<file path="config.mk">
export PLATFORM = sky130hd
export DESIGN_NAME = pixel_color_adjust
export DESIGN_NICKNAME = d
export VERILOG_FILES = /design/src/sv/pca_pkg.sv /design/src/sv/pca_luma.sv /design/src/sv/pca_lane.sv /design/src/sv/pixel_color_adjust.sv
export VERILOG_INCLUDE_DIRS = /design/src /design/src/sv
export SDC_FILE = /design/constraint.sdc
export NUM_CORES = 2
export LEC_CHECK = 0
export ABC_CLOCK_PERIOD_IN_PS = 26800
export BUFFER_PORTS_ARGS = -buffer_cell sky130_fd_sc_hd__buf_2
export CORE_MARGIN = 3
export CORE_UTILIZATION = 45
export DETAILED_ROUTE_END_ITERATION = 10
export GPL_TIMING_DRIVEN = 0
export PLACE_DENSITY = 0.68
export SKIP_LAST_GASP = 1
export SYNTH_ARGS = -nofsm -noshare
export SYNTH_HDL_FRONTEND = slang
export SYNTH_HIERARCHICAL = 1
export SYNTH_SLANG_ARGS = --single-unit
</file>
<file path="constraint.sdc">
create_clock -name clk -period 26.8 [get_ports clk]
set_input_delay 1.34 -clock clk [delete_from_list [all_inputs] [get_ports clk]]
set_output_delay 1.34 -clock clk [all_outputs]
set_load 0.02 [all_outputs]
</file>
<file path="src/sv/pixel_color_adjust_defines.svh">
// ----------------------------------------------------------------------------
// pixel_color_adjust_defines.svh
// Assertion macros shared by the pixel color adjust RTL.
// ----------------------------------------------------------------------------
// PCA_ASSERT checks a property on clk while rst_n is high.
// PCA_ASSERT_RST checks a property on clk at every edge, during reset too.
// Both expect signals named clk and rst_n in the scope of use.
`ifndef PIXEL_COLOR_ADJUST_DEFINES_SVH
`define PIXEL_COLOR_ADJUST_DEFINES_SVH

`ifndef SYNTHESIS
`define PCA_ASSERT(lbl, prop) \
  lbl: assert property (@(posedge clk) disable iff (!rst_n) prop) \
    else $error("pixel_color_adjust assertion failed");
`define PCA_ASSERT_RST(lbl, prop) \
  lbl: assert property (@(posedge clk) prop) \
    else $error("pixel_color_adjust reset assertion failed");
`else
`define PCA_ASSERT(lbl, prop)
`define PCA_ASSERT_RST(lbl, prop)
`endif

`endif

</file>
<file path="src/sv/pca_pkg.sv">
// ----------------------------------------------------------------------------
// pca_pkg
// Types and constants of the pixel color adjust block.
// ----------------------------------------------------------------------------
`default_nettype none

package pca_pkg;

  // Operating modes held in the mode register.
  localparam logic [2:0] MODE_BRIGHT   = 3'd0;
  localparam logic [2:0] MODE_CONTRAST = 3'd1;
  localparam logic [2:0] MODE_SAT      = 3'd2;
  localparam logic [2:0] MODE_GRAY     = 3'd3;
  localparam logic [2:0] MODE_INVERT   = 3'd4;

  // Configuration register indexes.
  localparam logic [1:0] CFG_MODE     = 2'd0;
  localparam logic [1:0] CFG_FACTOR   = 2'd1;
  localparam logic [1:0] CFG_CHANNELS = 2'd2;

  // BT.601 luma weights, Q0.16. They sum to exactly 65536.
  localparam logic [15:0] LUMA_WR = 16'd19595;
  localparam logic [15:0] LUMA_WG = 16'd38470;
  localparam logic [15:0] LUMA_WB = 16'd7471;

  // Number of color lanes that do arithmetic; channel 3 is alpha.
  localparam int COLOR_LANES = 3;

  // Operation a color lane performs.
  localparam logic [1:0] LANE_BRIGHT   = 2'd0;
  localparam logic [1:0] LANE_CONTRAST = 2'd1;
  localparam logic [1:0] LANE_SAT      = 2'd2;

  typedef struct packed {
    logic [1:0]         op;
    logic signed [15:0] factor;
  } lane_ctl_t;

endpackage

`default_nettype wire

</file>
<file path="src/sv/pca_luma.sv">
// ----------------------------------------------------------------------------
// pca_luma
// Registered BT.601 luma of one pixel, weights Q0.16, result unscaled.
// ----------------------------------------------------------------------------
`default_nettype none

module pca_luma (
  input  wire logic        clk,
  input  wire logic        en,
  input  wire logic [7:0]  red,
  input  wire logic [7:0]  green,
  input  wire logic [7:0]  blue,
  output logic      [23:0] y16
);

  logic [23:0] y16_r;
  logic [23:0] y16_nxt;

  // The weights sum to 65536, so the weighted sum of 8-bit values fits 24 bits.
  assign y16_nxt = pca_pkg::LUMA_WR * red + pca_pkg::LUMA_WG * green
                 + pca_pkg::LUMA_WB * blue;

  always_ff @(posedge clk) begin
    if (en) begin
      y16_r <= y16_nxt;
    end
  end

  assign y16 = y16_r;

endmodule

`default_nettype wire

</file>
<file path="src/sv/pca_lane.sv">
// ----------------------------------------------------------------------------
// pca_lane
// One color lane: operand select and signed multiply, registered, then the
// bias add and clamp to 0..255.
// ----------------------------------------------------------------------------
`default_nettype none

module pca_lane (
  input  wire logic                clk,
  input  wire logic                en,
  input  wire pca_pkg::lane_ctl_t  ctl,
  input  wire logic [7:0]          sample,
  input  wire logic [23:0]         y16,
  output logic      [7:0]          value
);

  logic signed [24:0] operand;
  logic signed [40:0] prod_nxt;
  logic signed [40:0] prod_r;
  logic signed [32:0] bias_nxt;
  logic signed [32:0] bias_r;
  logic               wide_nxt;
  logic               wide_r;
  logic signed [41:0] sum;
  logic signed [41:0] shifted;

  // Saturation works on v*65536 - Y16 with a Q24 result; the others are Q8.
  always_comb begin
    case (ctl.op)
      pca_pkg::LANE_CONTRAST: begin
        operand  = $signed({17'd0, sample}) - 25'sd128;
        bias_nxt = 33'sd32896;
        wide_nxt = 1'b0;
      end
      pca_pkg::LANE_SAT: begin
        operand  = $signed({1'b0, sample, 16'd0}) - $signed({1'b0, y16});
        bias_nxt = $signed({1'b0, y16, 8'd0});
        wide_nxt = 1'b1;
      end
      default: begin
        operand  = $signed({17'd0, sample});
        bias_nxt = 33'sd0;
        wide_nxt = 1'b0;
      end
    endcase
  end

  assign prod_nxt = operand * ctl.factor;

  always_ff @(posedge clk) begin
    if (en) begin
      prod_r <= prod_nxt;
      bias_r <= bias_nxt;
      wide_r <= wide_nxt;
    end
  end

  assign sum     = {prod_r[40], prod_r} + {{9{bias_r[32]}}, bias_r};
  assign shifted = wide_r ? (sum >>> 24) : (sum >>> 8);

  // A negative sum clamps to zero, so the arithmetic shift needs no rounding fix.
  always_comb begin
    if (sum[41]) begin
      value = 8'd0;
    end else if (shifted > 42'sd255) begin
      value = 8'd255;
    end else begin
      value = shifted[7:0];
    end
  end

endmodule

`default_nettype wire

</file>
<file path="src/sv/pixel_color_adjust.sv">
// ----------------------------------------------------------------------------
// pixel_color_adjust
// Per-pixel brightness, contrast, saturation, grayscale and invert on a
// stream of pixels with up to four 8-bit channels.
// ----------------------------------------------------------------------------
// Flow: an accepted beat passes the stage 1, stage 2 and stage 3 registers in
//   turn before it shows on out_tvalid; a stall on the output side holds it.
// Throughput: one pixel per cycle while the output side does not stall, set by
//   the three color lanes, each with one signed 25x16 multiplier per pixel.
// Reset: rst_n is synchronous and active low; it empties the pipeline and
//   loads mode 0, factor 256 (1.0) and a channel count of 4.
`default_nettype none

`include "pixel_color_adjust_defines.svh"

module pixel_color_adjust (
  input  wire logic        clk,
  input  wire logic        rst_n,
  // Configuration write port.
  input  wire logic        cfg_we,
  input  wire logic [1:0]  cfg_addr,
  input  wire logic [15:0] cfg_wdata,
  // Input pixel stream.
  input  wire logic        in_tvalid,
  output logic             in_tready,
  input  wire logic [31:0] in_tdata,   // sample0, sample1, sample2, sample3
  // Output pixel stream.
  output logic             out_tvalid,
  input  wire logic        out_tready,
  output logic      [39:0] out_tdata   // result0..result3, result_channels, zero pad
);

  // --------------------------------------------------------------------------
  // Configuration registers. The user must see they are only written while
  // the pipeline is empty, so every stage reads them directly; nothing enforces it.
  // --------------------------------------------------------------------------
  logic [2:0]         mode_r;
  logic signed [15:0] factor_r;
  logic [2:0]         chan_cnt_r;

  always_ff @(posedge clk) begin
    if (!rst_n) begin
      mode_r     <= pca_pkg::MODE_BRIGHT;
      factor_r   <= 16'sd256;
      chan_cnt_r <= 3'd4;
    end else if (cfg_we) begin
      case (cfg_addr)
        pca_pkg::CFG_MODE:     mode_r     <= cfg_wdata[2:0];
        pca_pkg::CFG_FACTOR:   factor_r   <= $signed(cfg_wdata);
        pca_pkg::CFG_CHANNELS: chan_cnt_r <= cfg_wdata[2:0];
        default: begin
        end
      endcase
    end
  end

  // A count of zero acts as one and anything above four acts as four.
  logic [2:0] n_eff;
  logic [2:0] lim;

  always_comb begin
    if (chan_cnt_r == 3'd0) begin
      n_eff = 3'd1;
    end else if (chan_cnt_r > 3'd4) begin
      n_eff = 3'd4;
    end else begin
      n_eff = chan_cnt_r;
    end
    lim = (n_eff < 3'd3) ? n_eff : 3'd3;
  end

  // --------------------------------------------------------------------------
  // Pipeline flow. Each stage loads when it is empty or the stage after it
  // moves, so bubbles are squeezed out and the input keeps taking beats while
  // a finished pixel waits at the output, until the earlier stages are full.
  // --------------------------------------------------------------------------
  logic v1_r;
  logic v2_r;
  logic out_valid_r;
  logic adv1;
  logic adv2;
  logic adv3;

  assign adv3 = !out_valid_r || out_tready;
  assign adv2 = !v2_r || adv3;
  assign adv1 = !v1_r || adv2;

  assign in_tready  = adv1;
  assign out_tvalid = out_valid_r;

  always_ff @(posedge clk) begin
    if (!rst_n) begin
      v1_r        <= 1'b0;
      v2_r        <= 1'b0;
      out_valid_r <= 1'b0;
    end else begin
      if (adv1) begin
        v1_r <= in_tvalid;
      end
      if (adv2) begin
        v2_r <= v1_r;
      end
      if (adv3) begin
        out_valid_r <= v2_r;
      end
    end
  end

  // --------------------------------------------------------------------------
  // Stage 1: capture the samples and form the luma.
  // --------------------------------------------------------------------------
  logic [7:0]  s1_r [4];
  logic [23:0] y16;
  logic        load1;

  assign load1 = adv1 && in_tvalid;

  always_ff @(posedge clk) begin
    if (load1) begin
      s1_r[0] <= in_tdata[7:0];
      s1_r[1] <= in_tdata[15:8];
      s1_r[2] <= in_tdata[23:16];
      s1_r[3] <= in_tdata[31:24];
    end
  end

  pca_luma u_luma (
    .clk   (clk),
    .en    (load1),
    .red   (in_tdata[7:0]),
    .green (in_tdata[15:8]),
    .blue  (in_tdata[23:16]),
    .y16   (y16)
  );

  // --------------------------------------------------------------------------
  // Stage 2: the three color lanes multiply side by side. The samples and the
  // rounded luma travel along for the modes that need no multiply.
  // --------------------------------------------------------------------------
  pca_pkg::lane_ctl_t lane_ctl;
  logic               load2;
  logic [7:0]         s2_r [4];
  logic [7:0]         gray2_r;
  logic [23:0]        gray_sum;
  logic [7:0]         lane_val [pca_pkg::COLOR_LANES];

  assign load2 = adv2 && v1_r;

  always_comb begin
    lane_ctl.factor = factor_r;
    case (mode_r)
      pca_pkg::MODE_CONTRAST: lane_ctl.op = pca_pkg::LANE_CONTRAST;
      pca_pkg::MODE_SAT:      lane_ctl.op = pca_pkg::LANE_SAT;
      default:                lane_ctl.op = pca_pkg::LANE_BRIGHT;
    endcase
  end

  // Luma rounded half up; the sum stays below 2^24 for any 8-bit pixel.
  assign gray_sum = y16 + 24'd32768;

  always_ff @(posedge clk) begin
    if (load2) begin
      s2_r    <= s1_r;
      gray2_r <= gray_sum[23:16];
    end
  end

  for (genvar g = 0; g < pca_pkg::COLOR_LANES; g++) begin : g_lane
    pca_lane u_lane (
      .clk    (clk),
      .en     (load2),
      .ctl    (lane_ctl),
      .sample (s1_r[g]),
      .y16    (y16),
      .value  (lane_val[g])
    );
  end

  // --------------------------------------------------------------------------
  // Stage 3: merge. Each output channel picks the lane result, the inverted
  // or unchanged sample, the luma, or zero, and the result is registered.
  // --------------------------------------------------------------------------
  logic [7:0] res_nxt [4];
  logic [2:0] chans_nxt;
  logic [7:0] res_r [4];
  logic [2:0] chans_r;

  always_comb begin
    chans_nxt = n_eff;
    for (int c = 0; c < 4; c++) begin
      res_nxt[c] = (3'(c) < n_eff) ? s2_r[c] : 8'd0;
      case (mode_r)
        pca_pkg::MODE_BRIGHT, pca_pkg::MODE_CONTRAST: begin
          if (3'(c) < lim) begin
            res_nxt[c] = lane_val[c[1:0]];
          end
        end
        pca_pkg::MODE_SAT: begin
          // Saturation needs all three colors; otherwise the pixel passes.
          if (c < pca_pkg::COLOR_LANES && n_eff >= 3'd3) begin
            res_nxt[c] = lane_val[c[1:0]];
          end
        end
        pca_pkg::MODE_GRAY: begin
          if (c == 0) begin
            res_nxt[c] = (n_eff >= 3'd3) ? gray2_r : s2_r[0];
          end else begin
            res_nxt[c] = 8'd0;
          end
        end
        pca_pkg::MODE_INVERT: begin
          if (3'(c) < lim) begin
            res_nxt[c] = 8'd255 - s2_r[c];
          end
        end
        default: begin
        end
      endcase
    end
    if (mode_r == pca_pkg::MODE_GRAY) begin
      chans_nxt = 3'd1;
    end
  end

  always_ff @(posedge clk) begin
    if (adv3 && v2_r) begin
      res_r   <= res_nxt;
      chans_r <= chans_nxt;
    end
  end

  assign out_tdata = {5'd0, chans_r, res_r[3], res_r[2], res_r[1], res_r[0]};

  // --------------------------------------------------------------------------
  // Assertions.
  // --------------------------------------------------------------------------
  `PCA_ASSERT_RST(a_reset_empties, !rst_n |=> !v1_r && !v2_r && !out_valid_r)
  `PCA_ASSERT(a_full_blocks_input, v1_r && v2_r && out_valid_r && !out_tready |-> !in_tready)
  `PCA_ASSERT(a_gray_one_channel,
              out_valid_r && mode_r == pca_pkg::MODE_GRAY
              |-> chans_r == 3'd1 && out_tdata[31:8] == 24'd0)
  `PCA_ASSERT(a_alpha_zero_past_count,
              out_valid_r && n_eff != 3'd4 |-> out_tdata[31:24] == 8'd0)

endmodule

`default_nettype wire

</file>
==> flow_metrics.tcl <==
set metrics [dict create \
    clk_latency_ps 590 \
    slew_headroom_pct 4.61 \
    synth_ff_type "edfxtp_1" \
    die_h_um 398 \
    critPathSlowestCell "nor2b_1" \
    cp-start-kind "register" \
    fin_ws_ps 15650 \
    crit_path_max_fanout 10 \
    setup_tns_ps 0 \
    synth_edf_count 311 \
    boundaryPins 97 \
    hold_viol 0 \
    syn_avg_cell_area_um2 9.33 \
    drt_first_pass_iters 6 \
    rsz0062_at_grt "false" \
    cts.sinks 336 \
    drive_gt1_share_pct 4.37 \
    areaGrowthSynthToFinish_pct 6.77 \
    nets 9436 \
    min-delay-start "s1_r[3]$_DFFE_PP_" \
    ctsLongestPathBuffers 3 \
    htree_levels 2 \
    gp_congestion 0.974 \
    path_class "register to register" \
    cpMostUsedCell "fa_1" \
    grt_max_degree 33 \
    start_util_pct 45.4 \
    cts_hold_buf 0 \
    grt_overflow 0 \
    route.detailed.drc 0 \
    drtIter0Drc 4823 \
    startpoint "mode_r[1]$_SDFFE_PN0P_" \
    reg2reg_setup_slack_ps 15650 \
    wl_per_cell_um 21.7 \
    p_leak_nw 35.4 \
    dieArea_um2 158000 \
    skew_ps 47.5 \
    yosysTopAreaCellShare_pct 37.3 \
    row_count 143 \
    cap_violations 0 \
    yosysSeqAreaShare_pct 14.3 \
    cts_tree "yes" \
    ant_nets 0 \
    arrival_ps 11440 \
    cp.required_ps 27090 \
    cts_resized 0 \
    final_common_cell "inv_1" \
    synth_area_leaders "fa_1, edfxtp_1, ha_1" \
    numPortBuffers 91 \
    pre_cts_ws_ps 15810 \
    post_cts_buffers 0 \
    root_buffer "clkbuf_16" \
    dp_hpwl_um 169000 \
    core-area_um2 152000 \
    tightestPinTransition_ps 1430 \
    crit_buf_inv 9 \
    die-width_um 398 \
    max_freq_ghz 0.0897 \
    place_area_um2 72400 \
    r2r_start "mode_r[1]$_SDFFE_PN0P_" \
    finish.instance_area_um2 73700 \
    max_stage_delay_ps 950 \
    synth_warnings 6 \
    yosysTopAreaCell "fa_1" \
    cts_buffers 36 \
    wl_um 208000 \
    status "complete, no violations" \
    crit_path_end_kind "register" \
    yosys_register_bits 336 \
    grt_pass1_wl_um 322000 \
    vias_per_cell 5.48 \
    max-vdd-ir-drop_mv 0.242 \
    power_density_nw_per_um2 52.4 \
    drv_slew 0 \
    vias 52665 \
    ys_types 131 \
    setup_viol 0 \
    async_flop_share_pct 0 \
    clk_pin_slew_ps 70 \
    synth_cells 7394 \
    post-route-period-util_pct 41.6 \
    crit_family "adder cells" \
    min_period_ps 11150 \
    final_cell_mix "inv_1, fa_1, nand2_1" \
    fill_cells 14441 \
    grt_pass1_vias 54427 \
    holdCritPathClass "register to register" \
    antenna_found_initial 29 \
    synthesis.area_um2 69000 \
    grt_usage_pct 26.8 \
]
power by group:
part | switching [W] | internal [W]
logic | 0.00141 | 0.00101
registers | 0.000193 | 0.000723
clock network | 0.000229 | 0.000295
total | 0.00183 | 0.00203
worst paths after layout:
kind,endpoint,cells past startpoint
setup / recovery,g_lane[1].u_lane/prod_r[40]$_DFFE_PP_,31
hold / removal,s2_r[3]$_DFFE_PP_,0
setup reg to reg,g_lane[1].u_lane/prod_r[40]$_DFFE_PP_,31
hold reg to reg,s2_r[3]$_DFFE_PP_,0
kinds of logic (layout without fill, tap and decap cells):
logic type,after synthesis,in the layout,share of synthesized area (%)
compound gates,863,863,8.61
xor+xnor,274,274,3.48
fa+ha+maj,1838,1838,47.3
buf+inv,1912,2083,10.6
flops,336,336,14.3
mux,26,26,0.383
other cells,1,16,0.00544
simple gates,2144,2144,15.3
state kept, by name (all words and copies together) (netlist names), 3 cells and up:
name                  cells
chans_r                   3
s2_r                     32
g_lane.u_lane/prod_r    102
u_luma/y16               24
mode_r                    3
factor_r                 16
gray2_r                   8
s1_r                     32
chan_cnt_r                3
out_tdata                32
g_lane.u_lane/wide_r      3
g_lane.u_lane/bias_r     75
cell type report:
| cell class | count | area [µm²] | area share, % |
|---|---|---|---|
| timing repair buffer | 107 | 828 | 1.12 |
| clock inverter | 21 | 253 | 0.343 |
| clock buffer | 43 | 948 | 1.29 |
| buffer | 263 | 1140 | 1.54 |
| tap | 2030 | 2540 | 3.45 |
| sequential | 336 | 9850 | 13.4 |
| multi-input combinational | 5150 | 51900 | 70.4 |
| antenna | 11 | 27.5 | 0.0374 |
| inverter | 1649 | 6190 | 8.40 |
layer usage:
metal	routed length [µm]	track usage (%)	up-vias
li1	-	-	23265
met1	86600	37.8	26512
met2	91700	41.0	2473
met3	22000	6.24	413
met4	7770	8.46	2
met5	13	0	-
Yosys cell counts (12+ instances only):
master	instances
inv_1	1649
fa_1	1286
nand2_1	852
ha_1	552
and2_1	510
nor2_1	322
edfxtp_1	311
a21oi_1	242
clkbuf_1	206
xnor2_1	181
o21ai_0	126
xor2_1	93
a21o_1	92
nand3_1	68
nor2b_1	64
nand2b_1	58
nor3_1	57
o21a_1	45
a31oi_1	36
and3_1	33
nand4_1	32
o21ai_1	26
o21bai_1	26
dfxtp_1	25
o211ai_1	24
buf_2	23
mux2i_1	23
nor4_1	20
a41oi_1	19
buf_4	17
a211oi_1	16
a21boi_1	15
a221o_1	15
or2_2	15
nand3b_1	14
or3_1	14
o31ai_1	13
a21boi_0	12
a32o_1	12
or4_1	12
metrics by stage:
| step | hold slack [ps] | power (W) | utilization, % | instances |
|---|---|---|---|---|
| floorplan | 400 | 0.00262 | - | 7398 |
| global placement | 401 | 0.00327 | 47.3 | 9519 |
| detailed placement | 406 | 0.00329 | 47.6 | 9534 |
| CTS | 423 | 0.00383 | 48.4 | 9598 |
| global route | 434 | 0.00416 | 48.4 | 9599 |
| finish | 420 | 0.00386 | 48.4 | 9610 |
Power figures use the tool's default switching activity.
